--- config.mk ---
export PLATFORM = sky130hd
export DESIGN_NAME = hrt_div
export DESIGN_NICKNAME = d
export VERILOG_FILES = /design/src/hrt_pkg.sv /design/src/hrt_div.sv
export SDC_FILE = /design/constraint.sdc
export NUM_CORES = 1
export LEC_CHECK = 0
export BUFFER_PORTS_ARGS = -buffer_cell sky130_fd_sc_hd__buf_4
export CAP_MARGIN = 20
export CORE_UTILIZATION = 50
export CTS_CLUSTER_SIZE = 8
export DETAILED_ROUTE_END_ITERATION = 7
export PLACE_DENSITY_LB_ADDON = 0.1
export RECOVER_POWER = 50
export SYNTH_ARGS = -nofsm -noshare
export SYNTH_HDL_FRONTEND = slang
export SYNTH_SLANG_ARGS = --single-unit
--- constraint.sdc ---
create_clock -name clk -period 3.77 [get_ports clk]
set_clock_uncertainty 0.2 [all_clocks]
set_input_delay 0.377 -clock clk [delete_from_list [all_inputs] [get_ports clk]]
set_output_delay 0.377 -clock clk [all_outputs]
set_load 0.01 [all_outputs]
--- src/hrt_pkg.sv ---
// ----------------------------------------------------------------------------
// hrt_pkg: shared types and constants for the HDR resolve / tonemap block
// Fixed-point constants, item and request structs, sequencer states and the
// gamma threshold table built at elaboration.
// ----------------------------------------------------------------------------
package hrt_pkg;

  localparam int FRAC   = 16;
  localparam int GIB    = 12;
  localparam int MPL    = 22;
  localparam int SUM_W  = 40;
  localparam int EXP_W  = 20;
  localparam int FC_W   = 16;
  localparam int TOT_W  = 42;
  localparam int CNT_W  = MPL + 1;
  localparam int DIVN_W = 64;
  localparam int DIVD_W = 48;
  localparam int DIVC_W = 7;
  localparam int GIDX_W = GIB + 1;

  localparam logic [EXP_W-1:0] ONE_Q     = EXP_W'(64'd1 << FRAC);
  localparam logic [15:0]      K_LUM_R   = 16'(((64'd299 << FRAC) + 64'd500) / 64'd1000);
  localparam logic [15:0]      K_LUM_G   = 16'(((64'd587 << FRAC) + 64'd500) / 64'd1000);
  localparam logic [15:0]      K_LUM_B   = 16'(((64'd114 << FRAC) + 64'd500) / 64'd1000);
  localparam logic [15:0]      K_MILLI   = 16'(((64'd1 << FRAC) + 64'd500) / 64'd1000);
  localparam logic [15:0]      K_TENTH   = 16'(((64'd1 << FRAC) + 64'd5) / 64'd10);
  localparam logic [EXP_W-1:0] K_TEN     = EXP_W'(64'd10 << FRAC);
  localparam logic [17:0]      K_A251    = 18'(((64'd251 << FRAC) + 64'd50) / 64'd100);
  localparam logic [17:0]      K_A3      = 18'(((64'd3 << FRAC) + 64'd50) / 64'd100);
  localparam logic [17:0]      K_A243    = 18'(((64'd243 << FRAC) + 64'd50) / 64'd100);
  localparam logic [17:0]      K_A59     = 18'(((64'd59 << FRAC) + 64'd50) / 64'd100);
  localparam logic [17:0]      K_A14     = 18'(((64'd14 << FRAC) + 64'd50) / 64'd100);
  localparam logic [24:0]      SAT_CH    = 25'(64'd1 << (FRAC + 8));
  localparam logic [20:0]      SAT_X     = 21'(64'd1 << (FRAC + 4));

  localparam logic [1:0] CFG_FRAME_COUNT = 2'd0;
  localparam logic [1:0] CFG_MANUAL_EXP  = 2'd1;
  localparam logic [1:0] CFG_AUTO_EN     = 2'd2;
  localparam logic [1:0] CFG_TARGET      = 2'd3;

  typedef enum logic [1:0] {
    ACT_MEAS = 2'd0,
    ACT_FIN  = 2'd1,
    ACT_CONV = 2'd2,
    ACT_NOP  = 2'd3
  } act_t;

  typedef struct packed {
    act_t             act;
    logic [SUM_W-1:0] sum_r;
    logic [SUM_W-1:0] sum_g;
    logic [SUM_W-1:0] sum_b;
  } item_t;

  typedef struct packed {
    logic [FC_W-1:0]  frame_count;
    logic [EXP_W-1:0] manual_exp;
    logic             auto_en;
    logic [EXP_W-1:0] target;
  } cfg_t;

  typedef struct packed {
    logic              start;
    logic [DIVN_W-1:0] num;
    logic [DIVC_W-1:0] bits;
    logic [DIVD_W-1:0] den;
  } div_req_t;

  typedef struct packed {
    logic              done;
    logic [DIVN_W-1:0] quo;
  } div_rsp_t;

  typedef enum logic [4:0] {
    S_IDLE, S_AVG_GO, S_AVG_WAIT, S_LUM_ACC, S_LUM_CHK,
    S_FIN_GO, S_FIN_AVG_WAIT, S_FIN_EXP_GO, S_FIN_EXP_WAIT,
    S_MUL_LO, S_MUL_HI, S_ACES_A, S_ACES_B, S_ACES_C, S_ACES_WAIT,
    S_GAMMA, S_DONE
  } bst_t;

  typedef logic [GIDX_W-1:0] gthr_t [256];

  function automatic logic [191:0] gpow(input logic [191:0] b, input int n);
    logic [191:0] p;
    p = 192'd1;
    for (int k = 0; k < n; k++) p = p * b;
    return p;
  endfunction

  // t[v]: smallest index whose gamma output reaches v
  function automatic gthr_t gamma_thr_f();
    gthr_t        t;
    logic [191:0] lhs;
    logic [191:0] k255;
    int           lo;
    int           hi;
    int           mid;
    k255 = gpow(192'd255, 11);
    t[0] = '0;
    for (int v = 1; v < 256; v++) begin
      lhs = gpow(192'(v), 11) << (5 * GIB);
      lo  = 0;
      hi  = 1 << GIB;
      for (int s = 0; s <= GIB; s++) begin
        if (lo < hi) begin
          mid = (lo + hi) >> 1;
          if (lhs <= gpow(192'(mid), 5) * k255) hi = mid;
          else lo = mid + 1;
        end
      end
      t[v] = GIDX_W'(lo);
    end
    return t;
  endfunction

  localparam gthr_t GAMMA_THR = gamma_thr_f();

endpackage

--- src/hrt_div.sv ---
// ----------------------------------------------------------------------------
// hrt_div: shared serial divider
// Restoring divider, one quotient bit per cycle; numerator is top-aligned.
// ----------------------------------------------------------------------------
module hrt_div (
  input  logic              clk,
  input  logic              rst_n,
  input  hrt_pkg::div_req_t req,
  output hrt_pkg::div_rsp_t rsp
);

  logic [hrt_pkg::DIVN_W-1:0] num_r, num_nxt;
  logic [hrt_pkg::DIVD_W-1:0] den_r, den_nxt;
  logic [hrt_pkg::DIVD_W-1:0] rem_r, rem_nxt;
  logic [hrt_pkg::DIVN_W-1:0] q_r, q_nxt;
  logic [hrt_pkg::DIVC_W-1:0] cnt_r, cnt_nxt;
  logic                       done_r, done_nxt;
  logic [hrt_pkg::DIVD_W:0]   rem_sh;
  logic [hrt_pkg::DIVD_W:0]   diff;
  logic                       ge;

  assign rem_sh = {rem_r, num_r[hrt_pkg::DIVN_W-1]};
  assign diff   = rem_sh - {1'b0, den_r};
  assign ge     = (rem_sh >= {1'b0, den_r});

  always_comb begin
    num_nxt  = num_r;
    den_nxt  = den_r;
    rem_nxt  = rem_r;
    q_nxt    = q_r;
    cnt_nxt  = cnt_r;
    done_nxt = 1'b0;
    if (req.start) begin
      num_nxt = req.num;
      den_nxt = req.den;
      rem_nxt = '0;
      q_nxt   = '0;
      cnt_nxt = req.bits;
    end else if (cnt_r != '0) begin
      num_nxt  = {num_r[hrt_pkg::DIVN_W-2:0], 1'b0};
      rem_nxt  = ge ? diff[hrt_pkg::DIVD_W-1:0] : rem_sh[hrt_pkg::DIVD_W-1:0];
      q_nxt    = {q_r[hrt_pkg::DIVN_W-2:0], ge};
      cnt_nxt  = cnt_r - 1'b1;
      done_nxt = (cnt_r == hrt_pkg::DIVC_W'(1));
    end
  end

  always_ff @(posedge clk) begin
    if (!rst_n) begin
      cnt_r  <= '0;
      done_r <= 1'b0;
    end else begin
      cnt_r  <= cnt_nxt;
      done_r <= done_nxt;
    end
  end

  always_ff @(posedge clk) begin
    num_r <= num_nxt;
    den_r <= den_nxt;
    rem_r <= rem_nxt;
    q_r   <= q_nxt;
  end

  assign rsp.done = done_r;
  assign rsp.quo  = q_r;

endmodule

==> summary.txt <==
Clock tree
  • # clock sinks: between 200 and 250
  • Clk_lat worst skew: around 0.5 ns
  • H-Tree Depth: 2
  • Setup repair bufs after CTS: 0
  • Num CTS Buffers: 34
  • CTS Buffer Depth: 3
  • CTS Root Cell: clkbuf_16
  • Clock Pin Slew Worst Setup and Hold Paths: around 0.05 ns
  • CTS tree: yes

Die
  • Starting Density: 0.5165
  • Site Rows: 55
  • Die width: ~160 um
  • Core area: between 20000 and 25000 um^2
  • # IOs: around 190
  • Die Ht: between 150 and 200 um
  • DIE AREA: around 24000 um^2

Synth
  • Top FF cell, synth: dfxtp_1
  • Cells after Synth: between 1000 and 1500
  • Dominant cell type by area after synthesis: edfxtp_1
  • Ys async rst share: 0
  • Synthesis warning total: 0
  • Most frequent cell after synthesis: nand2_1
  • Synth cell count leaders: nand2_1, a21oi_1, dfxtp_1
  • Mapped Nets: between 1000 and 1500
  • Register area share after synthesis: 0.4872
  • Number of synthesized register bits: about 230
  • EDFF count, synth: 112
  • Post-synth cell types: 72
  • Post-synth top area share: 0.2842
  • Netlist Area Pre-Place: between 10000 and 15000 um^2
  • Top area cells in the synthesized netlist: edfxtp_1, dfxtp_1, nand2_1
  • Post-Synthesis Mean Instance Area: 9.461 um^2

Power
  • VDD IR max: between 0.3 and 0.4 mV
  • Internal power: approximately 0.0063 W
  • Sw Share: 0.3573
  • Pleak: 6.113 nW
  • Cell Pwr Density: between 600 and 700 nW/um^2
  • Net Sw Power: between 0.003 and 0.004 W
  • Combinational share of power: 0.374
  • Flop pwr share: 0.341
  • Clock group share of total power: 0.286

Hold path
  • HP Class: reg2reg

Finish
  • Final nets: approximately 1700
  • Final core occ: 0.6697
  • Fraction of layout cells with a size suffix above 1: 0.1629
  • Area growth syn-to-layout: 29.68%

Place
  • GPL Wtd Cong: 0.9154
  • I/O Buffers: about 190
  • Post-DP HPWL: about 19000 um

Setup path
  • Critical Path Start Type: flip-flop
  • Crit path kind: reg2reg
  • CP cell instances: inv_1 > ha_1 > a21oi_1 > nor2_1 > o41ai_1 > nand2_1 > a221oi_2 > o21ai_2 > a21oi_2 > nand4_1 > o311ai_0 > o22ai_1
  • Req. time, crit path: roughly 3.9 ns
  • Worst path slowest cell: o41ai_1
  • Worst endpoint data arrival time: 3.67 ns
  • CP Max Fanout: 6
  • Max incr delay on CP: approximately 0.64 ns
  • CP top delay family: compound AO/OA/AOI/OAI gates
  • WP buf/inv: 1
  • CP endpoint kind: flip-flop

Drt
  • DRC: 0
  • Final WL: 30210 um
  • Initial drt markers: ~660
  • Vias: roughly 10000
  • First-pass DRT Iterations: 4
  • Drt wl/cell: 16.18 um
  • DRT antenna net count: 0
  • Via density: roughly 5.4

Timing
  • Final count of hold timing violations: 0
  • # setup viols final: 0
  • RSZ-0062 raised after global routing: false
  • Period minus WS final: around 3.5 ns
  • Hold slack: between 0.2 and 0.3 ns
  • Max-slew headroom: -0.5812
  • Max Slew Vio Count: just under 100
  • Period utilization: 0.9323
  • Maximum clock rate: between 200 and 300 MHz
  • Setup TNS Final: 0 ns
  • Worst-Margin Slew: 2.372 ns

Flow run
  • Max cap viols: 2

Status
  • Status: finished with violations
  • Violated checks: max-capacitance violations, max-slew violations

GRT
  • Initial antenna violation count: 1
  • First-pass GRT wire length: 49530 um
  • GRT Residual Overflow: 0
  • Vias in the first global route: 10040
  • GRT Resource Usage Total: 0.2523
  • Largest net degree at the start of global routing: 84
flip-flops by register name, summed over array words and instances (netlist names):
| name | flops |
|---|---|
| q_r | 64 |
| den_r | 48 |
| done_r | 1 |
| rem_r | 48 |
| cnt_r | 7 |
| num_r | 64 |
kinds of logic after synthesis:
family          count (synthesis)  synth area share
compound gates                313            0.1669
xor+xnor                       39           0.02886
fa+ha+maj                      51           0.05455
buf+inv                       138           0.04842
flops                         232            0.4872
mux                            69           0.06544
simple gates                  409            0.1486
final cells by class:
class / instances / area, um^2
tap: 313 / 391.6
clock inverter: 2 / 28.78
inverter: 66 / 247.7
sequential: 232 / 5766
multi-input combinational: 881 / 5515
antenna: 1 / 2.502
fill: 1848 / 7569
timing repair buffer: 319 / 2452
clock buffer: 53 / 943.4
repair_timing:
item	in CTS	in global routing
resized for setup	0	1
setup endpoints to repair	0	2
hold endpoints to repair	120	0
hold buffers	121	0
tightest hold or removal path: stages, from the launching register on:
cell and delay, ns:
dfxtp_1 0.30, nand2_1 0.05, a21oi_1 0.05
power by group through the flow:
stage	Sequential, W	Clock [W]	Combinational [W]
after floorplan	0.00330	0	0.00278
after global placement	0.00335	0	0.00346
after detailed placement	0.00336	0	0.00350
after CTS	0.00332	0.00285	0.00363
after global routing	0.00338	0.00297	0.00408
final	0.00333	0.00280	0.00366
metal layers:
layer / global-route usage / up-vias / part of all wire
met5: 0 / - / 0
met4: 0.07003 / 0 / 0.017
met3: 0.04139 / 49 / 0.050
met2: 0.4352 / 281 / 0.48
met1: 0.3261 / 4725 / 0.45
li1: - / 5016 / -
cells in the final DEF, fill, tap and decap left out, types with 65 or more instances in the layout:
cell / n
dlygate4sd3_1: 121
inv_1: 65
nand2_1: 229
buf_4: 82
edfxtp_1: 112
dfxtp_1: 120
a21oi_1: 141
mux2_2: 67
clkbuf_1: 85
nor2_1: 83
worst paths after layout:
check	cells past startpoint	slack [ns]	to	from
worst max-delay path	12	0.26	rem_r[40]$_SDFFE_PP0P_	den_r[7]$_DFFE_PP_
worst min-delay path	2	0.26	q_r[63]$_SDFFE_PP0P_	q_r[63]$_SDFFE_PP0P_
worst max register to register	12	0.26	rem_r[40]$_SDFFE_PP0P_	den_r[7]$_DFFE_PP_
worst min register to register	2	0.26	q_r[63]$_SDFFE_PP0P_	q_r[63]$_SDFFE_PP0P_
through the flow:
stage	cell area (um^2)	setup WS (ns)	total power, W	cells
after global placement	13410	0.4484	0.006818	1690
after detailed placement	13410	0.3547	0.006857	1690
final	15350	0.2551	0.009786	1867
after CTS	15590	0.2846	0.009797	1866
after floorplan	11840	0.7341	0.006075	1251
after global routing	15350	0.06036	0.01043	1867
Note: power is estimated with default switching activity, not from simulation.
