$ cat src/hrt_pkg.sv
// ----------------------------------------------------------------------------
// hrt_pkg: shared types and constants for the HDR resolve / tonemap block
// Fixed-point constants, item and request structs, sequencer states and the
// gamma threshold table built at elaboration.
// ----------------------------------------------------------------------------
package hrt_pkg;

  localparam int FRAC   = 16;
  localparam int GIB    = 12;
  localparam int MPL    = 22;
  localparam int SUM_W  = 40;
  localparam int EXP_W  = 20;
  localparam int FC_W   = 16;
  localparam int TOT_W  = 42;
  localparam int CNT_W  = MPL + 1;
  localparam int DIVN_W = 64;
  localparam int DIVD_W = 48;
  localparam int DIVC_W = 7;
  localparam int GIDX_W = GIB + 1;

  localparam logic [EXP_W-1:0] ONE_Q     = EXP_W'(64'd1 << FRAC);
  localparam logic [15:0]      K_LUM_R   = 16'(((64'd299 << FRAC) + 64'd500) / 64'd1000);
  localparam logic [15:0]      K_LUM_G   = 16'(((64'd587 << FRAC) + 64'd500) / 64'd1000);
  localparam logic [15:0]      K_LUM_B   = 16'(((64'd114 << FRAC) + 64'd500) / 64'd1000);
  localparam logic [15:0]      K_MILLI   = 16'(((64'd1 << FRAC) + 64'd500) / 64'd1000);
  localparam logic [15:0]      K_TENTH   = 16'(((64'd1 << FRAC) + 64'd5) / 64'd10);
  localparam logic [EXP_W-1:0] K_TEN     = EXP_W'(64'd10 << FRAC);
  localparam logic [17:0]      K_A251    = 18'(((64'd251 << FRAC) + 64'd50) / 64'd100);
  localparam logic [17:0]      K_A3      = 18'(((64'd3 << FRAC) + 64'd50) / 64'd100);
  localparam logic [17:0]      K_A243    = 18'(((64'd243 << FRAC) + 64'd50) / 64'd100);
  localparam logic [17:0]      K_A59     = 18'(((64'd59 << FRAC) + 64'd50) / 64'd100);
  localparam logic [17:0]      K_A14     = 18'(((64'd14 << FRAC) + 64'd50) / 64'd100);
  localparam logic [24:0]      SAT_CH    = 25'(64'd1 << (FRAC + 8));
  localparam logic [20:0]      SAT_X     = 21'(64'd1 << (FRAC + 4));

  localparam logic [1:0] CFG_FRAME_COUNT = 2'd0;
  localparam logic [1:0] CFG_MANUAL_EXP  = 2'd1;
  localparam logic [1:0] CFG_AUTO_EN     = 2'd2;
  localparam logic [1:0] CFG_TARGET      = 2'd3;

  typedef enum logic [1:0] {
    ACT_MEAS = 2'd0,
    ACT_FIN  = 2'd1,
    ACT_CONV = 2'd2,
    ACT_NOP  = 2'd3
  } act_t;

  typedef struct packed {
    act_t             act;
    logic [SUM_W-1:0] sum_r;
    logic [SUM_W-1:0] sum_g;
    logic [SUM_W-1:0] sum_b;
  } item_t;

  typedef struct packed {
    logic [FC_W-1:0]  frame_count;
    logic [EXP_W-1:0] manual_exp;
    logic             auto_en;
    logic [EXP_W-1:0] target;
  } cfg_t;

  typedef struct packed {
    logic              start;
    logic [DIVN_W-1:0] num;
    logic [DIVC_W-1:0] bits;
    logic [DIVD_W-1:0] den;
  } div_req_t;

  typedef struct packed {
    logic              done;
    logic [DIVN_W-1:0] quo;
  } div_rsp_t;

  typedef enum logic [4:0] {
    S_IDLE, S_AVG_GO, S_AVG_WAIT, S_LUM_ACC, S_LUM_CHK,
    S_FIN_GO, S_FIN_AVG_WAIT, S_FIN_EXP_GO, S_FIN_EXP_WAIT,
    S_MUL_LO, S_MUL_HI, S_ACES_A, S_ACES_B, S_ACES_C, S_ACES_WAIT,
    S_GAMMA, S_DONE
  } bst_t;

  typedef logic [GIDX_W-1:0] gthr_t [256];

  function automatic logic [191:0] gpow(input logic [191:0] b, input int n);
    logic [191:0] p;
    p = 192'd1;
    for (int k = 0; k < n; k++) p = p * b;
    return p;
  endfunction

  // t[v]: smallest index whose gamma output reaches v
  function automatic gthr_t gamma_thr_f();
    gthr_t        t;
    logic [191:0] lhs;
    logic [191:0] k255;
    int           lo;
    int           hi;
    int           mid;
    k255 = gpow(192'd255, 11);
    t[0] = '0;
    for (int v = 1; v < 256; v++) begin
      lhs = gpow(192'(v), 11) << (5 * GIB);
      lo  = 0;
      hi  = 1 << GIB;
      for (int s = 0; s <= GIB; s++) begin
        if (lo < hi) begin
          mid = (lo + hi) >> 1;
          if (lhs <= gpow(192'(mid), 5) * k255) hi = mid;
          else lo = mid + 1;
        end
      end
      t[v] = GIDX_W'(lo);
    end
    return t;
  endfunction

  localparam gthr_t GAMMA_THR = gamma_thr_f();

endpackage

$ cat src/hrt_front.sv
// ----------------------------------------------------------------------------
// hrt_front: request intake
// Two-entry queue that accepts requests, decodes the action and hands them
// to the sequencer.
// ----------------------------------------------------------------------------
module hrt_front (
  input  logic                      clk,
  input  logic                      rst_n,
  input  logic                      in_push,
  input  logic [1:0]                in_action,
  input  logic [hrt_pkg::SUM_W-1:0] in_sum_red,
  input  logic [hrt_pkg::SUM_W-1:0] in_sum_green,
  input  logic [hrt_pkg::SUM_W-1:0] in_sum_blue,
  output logic                      in_full,
  output logic                      item_valid,
  output hrt_pkg::item_t            item,
  input  logic                      item_take
);

  hrt_pkg::item_t q_r [2];
  logic           wp_r, wp_nxt;
  logic           rp_r, rp_nxt;
  logic [1:0]     cnt_r, cnt_nxt;
  logic           wr_en;
  logic           rd_en;
  hrt_pkg::act_t  act;

  // every 2-bit code is an act_t member
  assign act = hrt_pkg::act_t'(in_action);

  assign in_full    = (cnt_r == 2'd2);
  assign item_valid = (cnt_r != 2'd0);
  assign item       = q_r[rp_r];
  assign wr_en      = in_push && !in_full;
  assign rd_en      = item_take && item_valid;

  always_comb begin
    wp_nxt  = wr_en ? !wp_r : wp_r;
    rp_nxt  = rd_en ? !rp_r : rp_r;
    cnt_nxt = cnt_r + 2'(wr_en) - 2'(rd_en);
  end

  always_ff @(posedge clk) begin
    if (!rst_n) begin
      wp_r  <= 1'b0;
      rp_r  <= 1'b0;
      cnt_r <= 2'd0;
    end else begin
      wp_r  <= wp_nxt;
      rp_r  <= rp_nxt;
      cnt_r <= cnt_nxt;
    end
  end

  always_ff @(posedge clk) begin
    if (wr_en) begin
      q_r[wp_r] <= '{act: act, sum_r: in_sum_red, sum_g: in_sum_green, sum_b: in_sum_blue};
    end
  end

endmodule

$ cat config.mk
export PLATFORM = sky130hd
export DESIGN_NAME = hrt_front
export DESIGN_NICKNAME = d
export VERILOG_FILES = /design/src/hrt_pkg.sv /design/src/hrt_front.sv
export SDC_FILE = /design/constraint.sdc
export NUM_CORES = 1
export LEC_CHECK = 0
export ABC_AREA = 0
export BUFFER_PORTS_ARGS = -buffer_cell sky130_fd_sc_hd__clkbuf_2
export CORE_ASPECT_RATIO = 0.6
export CORE_MARGIN = 3
export CORE_UTILIZATION = 35
export CTS_CLUSTER_SIZE = 16
export DETAILED_ROUTE_END_ITERATION = 16
export PLACE_DENSITY = 0.64
export SYNTH_ARGS = -nofsm -noshare
export SYNTH_HDL_FRONTEND = slang
export SYNTH_SLANG_ARGS = --single-unit
$ cat constraint.sdc
create_clock -name clk -period 10.1 [get_ports clk]
set_clock_uncertainty 0.1 [all_clocks]
set_input_delay 2.02 -clock clk [delete_from_list [all_inputs] [get_ports clk]]
set_output_delay 2.02 -clock clk [all_outputs]
set_load 0.01 [all_outputs]
==> reports/qor.yml, run 1 <==
sta:
  holdWs_ps: 428
  fin_crit_sh_pct: 53.7
  fin_tns_setup_ps: 0
  fin_ws_ps: 4680
  worst_pin_slew_ps: 919
  period_needed_ps: 5420
  setup_viol: 0
  max_slew_margin_pct: 38.7
  drv_slew: 0
  hold_viol_final: 0
  grt_setup_unrepaired: "no"
  fmax_ghz: 0.184
place:
  pre_cts_ws_ps: 5200
  routabilityCongestion: 0.749
  portBuffers: 249
  hpwl_um: 12900
die:
  initial_core_util_pct: 36.3
  fp.dieArea_um2: 28800
  fp.dieW_um: 217
  coreArea_um2: 25800
  row_count: 45
  io_pins: 250
  dieHeight_um: 133
yosys:
  synth_seq_cells: 249
  syn_area_um2: 9370
  synth_edf_count: 244
  yosys_warnings: 0
  async_flop_share_pct: 0
  ys.flop_type: "edfxtp_1"
  synth_cell_type_count: 19
  synth-seq-area-share_pct: 79.3
  netlist_instances: 406
  syn_area_per_cell_um2: 23.1
  syn_nets: 534
power_and_ir_drop:
  total_power_mw: 2.92
  power.leakage_nw: 4.55
  p_per_area_nw_per_um2: 249
  ir_drop_v: 0.000172
global_routing:
  grt_antenna_before_repair: 2
  globalRouteOverflowTotal: 0
  grt_max_degree: 68
  grt_pass1_wl_um: 28200
  grt_pass1_vias: 4937
  track_usage_pct: 12.5
routing:
  post-route-drc-count: 0
  antenna_left: 0
  first_pass_iters: 4
  vias: 4624
  drt_iter0_markers: 345
  routedWlPerCell_um: 18.0
  routed_via_density: 4.45
  wirelength_um: 18700
clock_network:
  cts_buffer_depth: 3
  cts-resized-gates: 0
  cts_root_buffer: "clkbuf_16"
  cts.sinks: 249
  postCtsSetupBuffers: 0
  cts-buffers-inserted: 23
  clock_latency_ps: 510
  h-tree-depth: 1
  cts_tree: "yes"
  clkTransAtPathRegs_ps: 70
  cts_hold_buf: 0
layout:
  layout_common_cells: "249 x clkbuf_2, 244 x edfxtp_1, 80 x mux2_4, 42 x mux2_2, 23 x clkbuf_16"
  final_common_cell: "clkbuf_2"
  final_nets: 799
  drive_above_1_share_pct: 60.0
  syn_to_final_growth_pct: 25.0
  final_core_util_pct: 45.4
  nFillCells: 2252
min_path:
  worstHoldPathCells: 2
  hold_path.class: "flop to flop"
  worstHoldEndpoint: "wp_r"
  min-delay-start: "wp_r"
worst_setup_path:
  end_kind: "primary output"
  reg2reg_to: "q_r[1][83]"
  cp_max_fo: 49
  cp-start-kind: "flop"
  reg2reg_depth: 3
  worstPathRequired_ps: 7980
  critPathArrivalTime_ps: 3300
  critical_path_class: "flop to primary output"
  r2r_slack_ps: 7380
  worstReg2RegStart: "cnt_r[0]"
flow_run:
  maxCapViolCount: 0
status:
  status: "completed"
==> layout make-up <==
class,instances,area (µm²),area share [%]
Timing Repair Buffer,254,1280,11.0
Clock buffer,29,598,5.10
Clock inverter,12,141,1.21
Tap cell,352,440,3.76
Inverter,3,11.3,0.0961
Sequential cell,249,7430,63.4
Multi-Input combinational cell,140,1810,15.4
Antenna cell,1,2.50,0.0214
==> worst max-delay path, cell delays in order (launching register included) <==
cell	delay, ps
dfxtp_4	610
buf_4	680
buf_4	780
mux2_2	420
clkbuf_2	130
==> logic make-up (layout without fill, tap and decap cells) <==
kind of cell	count (synthesis)	count (layout)	synth area share, %
flip-flops	249	249	79.3
XOR/XNOR	3	3	0.280
adder cells (fa/ha/maj)	2	2	0.267
AO/OA/AOI/OAI	1	1	0.0801
other	0	1	0
AND/OR/NAND/NOR	11	11	0.574
buffers and inverters	17	298	1.58
multiplexers	123	123	18.0
==> state kept, by name, indices dropped and copies added, names as in the netlist, named ones only <==
signal,cells
cnt_r,2
q_r,244
rp_r,1
wp_r,1
==> layer usage <==
layer,vias to the layer above,track usage [%],wire length [µm]
met5,-,0,13
met4,2,3.04,304
met3,28,4.87,1680
met2,185,18.9,8400
met1,2279,17.1,8300
li1,2130,-,-
==> worst max-delay path by stage <==
stage / start / to / slack (ps) / depth (start not counted)
2_1_floorplan: in_push / q_r[0][0] / 2210 / 2
3_3_place_gp: flop / item[37] / 5250 / 4
3_5_place_dp: flop / item[39] / 5200 / 4
4_1_cts: flop / item[39] / 4630 / 4
5_1_grt: flop / item[37] / 4490 / 4
6_report: flop / item[39] / 4680 / 4
==> per-stage QoR <==
stage / area (µm²) / instances
finish: 11700 / 1040
global route: 11700 / 1040
CTS: 11700 / 1039
detailed placement: 11000 / 998
global placement: 11000 / 998
floorplan: 9370 / 406
==> power breakdown <==
part           internal [mW]  leakage (nW)  switching (mW)  total (mW)
Combinational          0.347          1.87           0.362       0.709
Clock                  0.498         0.358           0.361       0.860
Sequential              1.30          2.32          0.0479        1.35
==> synth_stat cells (2+ instances only) <==
cell,n,area [µm²]
edfxtp_1,244,7330
mux2_4,80,1200
mux2_2,42,473
buf_6,9,101
dfxtp_1,5,100
buf_2,4,20.0
nor2_1,4,15.0
inv_1,3,11.3
ha_1,2,25.0
nand2_1,2,7.51
nand2b_1,2,12.5
xnor2_1,2,17.5
Power figures use the tool's default switching activity.
==> inputs of run 2 (changes only) <==
Settings changed: PLACE_DENSITY 0.64 to 0.66.
Clock period 10.1 ns to 4.7 ns, I/O delays scaled along.
==> run 2 against run 1 <==
  * Sequential cell count did not move
  * Setup slack worse by 3300 ps
  * Routed wire length is 3.4% lower
  * Register-to-register slack got worse by 4800 ps
  * Utilization rose by 0.41 points
  * Global-route usage decreased by 0.46 points
  * Count of clock-buffer cells in the layout rose by 2
  * Final area is 0.90% higher
  * Total power up 120%
  * Critical endpoint is now item[37]
  * Highest routed layer is now met4
==> reports/qor.yml, run 2 (synthesis results as in run 1) <==
routing:
  antenna_left: 0  # unchanged
  routed_via_density: 4.40  # was 4.45
  post-route-drc-count: 0  # unchanged
  vias: 4586  # was 4624
  routedWlPerCell_um: 17.3  # was 18.0 µm
  wirelength_um: 18100  # was 18700 µm
  first_pass_iters: 4  # unchanged
  drt_iter0_markers: 283  # was 345
power_and_ir_drop:
  power.leakage_nw: 4.60  # was 4.55 nW
  ir_drop_v: 0.000350  # was 0.000172 V
  p_per_area_nw_per_um2: 540  # was 249 nW/µm²
worst_setup_path:
  cp-start-kind: "flop"  # unchanged
  worstPathRequired_ps: 3660  # was 7980 ps
  end_kind: "primary output"  # unchanged
  cp_max_fo: 33  # was 49
  reg2reg_depth: 4  # was 3
  critPathArrivalTime_ps: 2270  # was 3300 ps
  critical_path_class: "flop to primary output"  # unchanged
layout:
  largest_register_ffs: 244  # unchanged
  layout_common_cells: "249 x clkbuf_2, 244 x edfxtp_1, 80 x mux2_4, 42 x mux2_2, 25 x clkbuf_16"  # was 249 x clkbuf_2, 244 x edfxtp_1, 80 x mux2_4, 42 x mux2_2, 23 x clkbuf_16
  syn_to_final_growth_pct: 26.2  # was 25.0%
  stdcell_area_um2: 11800  # was 11700 µm²
  final_nets: 802  # was 799
  antenna_cells: 0  # was 1
  final_common_cell: "clkbuf_2"  # unchanged
  final_core_util_pct: 45.8  # was 45.4%
  nFillCells: 2293  # was 2252
  largestRegisters: "q_r x244, cnt_r x2"  # unchanged
  drive_above_1_share_pct: 60.5  # was 60.0%
  regMostFlops: "q_r"  # unchanged
place:
  portBuffers: 249  # unchanged
  routabilityCongestion: 0.756  # was 0.749
  pre_cts_ws_ps: 1890  # was 5200 ps
  hpwl_um: 12300  # was 12900 µm
  placed_area_um2: 11000  # about the same
sta:
  setup_viol: 0  # unchanged
  fin_tns_setup_ps: 0  # unchanged
  fmax_ghz: 0.302
  hold_viol_final: 0  # unchanged
  max_slew_margin_pct: 36.1  # was 38.7%
  fin_ws_ps: 1390  # was 4680 ps
  drv_slew: 0  # unchanged
  worst_pin_slew_ps: 959  # was 919 ps
  fin_crit_sh_pct: 70.5
  grt_setup_unrepaired: "no"  # unchanged
  period_needed_ps: 3310
  holdWs_ps: 418  # was 428 ps
clock_network:
  cts_buffer_depth: 3  # unchanged
  clkTransAtPathRegs_ps: 60  # was 70 ps
  cts_hold_buf: 0  # unchanged
  cts_tree: "yes"  # unchanged
  cts.sinks: 249  # unchanged
  cts_root_buffer: "clkbuf_16"  # unchanged
  clock_latency_ps: 510  # about the same
  postCtsSetupBuffers: 0  # unchanged
  h-tree-depth: 1  # unchanged
  cts-buffers-inserted: 25  # was 23
  cts-resized-gates: 0  # unchanged
status:
  status: "completed"  # unchanged
global_routing:
  grt_pass1_wl_um: 27000  # was 28200 µm
  grt_antenna_before_repair: 0  # was 2
  grt_max_degree: 70  # was 68
  globalRouteOverflowTotal: 0  # unchanged
  track_usage_pct: 12.0  # was 12.5%
  grt_pass1_vias: 4625  # was 4937
flow_run:
  maxCapViolCount: 0  # unchanged
die:
  row_count: 45  # unchanged
  coreArea_um2: 25800  # unchanged
  io_pins: 250  # unchanged
  fp.dieW_um: 217  # unchanged
  initial_core_util_pct: 36.3  # unchanged
  dieHeight_um: 133  # unchanged
  fp.dieArea_um2: 28800  # unchanged
min_path:
  hold_path.class: "flop to flop"  # unchanged
  worstHoldPathCells: 2  # unchanged
[run 2: layout make-up]
class / instances / area, µm² / share of cell area (%)
clock inverter: 13 / 149 / 1.26
tap: 352 / 440 / 3.73
inverter: 3 / 11.3 / 0.0952
multi-input combinational: 140 / 1810 / 15.3
clock buffer: 31 / 678 / 5.74
timing repair buffer: 255 / 1300 / 11.0
sequential: 249 / 7430 / 62.9
[run 2: routing by layer]
metal / track usage (%) / share of wire (%)
met1: 17.3 / 47
met2: 17.8 / 43
met3: 4.06 / 8.1
met4: 2.46 / 1.6
met5: 0 / 0
[run 2: worst max-delay path, stage by stage (launching register included)]
cell and delay [ps]:
dfxtp_4 640, buf_4 560, mux2_2 410, clkbuf_2 130
[run 2: power by group]
group / total, mW / internal, mW / leakage (nW) / switching, mW
sequential: 2.90 / 2.79 / 2.32 / 0.108
clock: 1.97 / 1.19 / 0.396 / 0.784
combinational: 1.51 / 0.747 / 1.88 / 0.764
[run 2: through the flow]
step / std cells / total power, mW
2_1_floorplan: 406 / 3.98
3_3_place_gp: 999 / 4.48
3_5_place_dp: 999 / 4.50
4_1_cts: 1043 / 6.50
5_1_grt: 1043 / 6.70
6_report: 1043 / 6.38
[run 2: final timing paths]
path            start           to  slack, ps
min              rp_r         flop        420
min reg2reg      rp_r         flop        420
max              flop     item[37]       1390
max reg2reg  cnt_r[0]  q_r[0][118]       2610
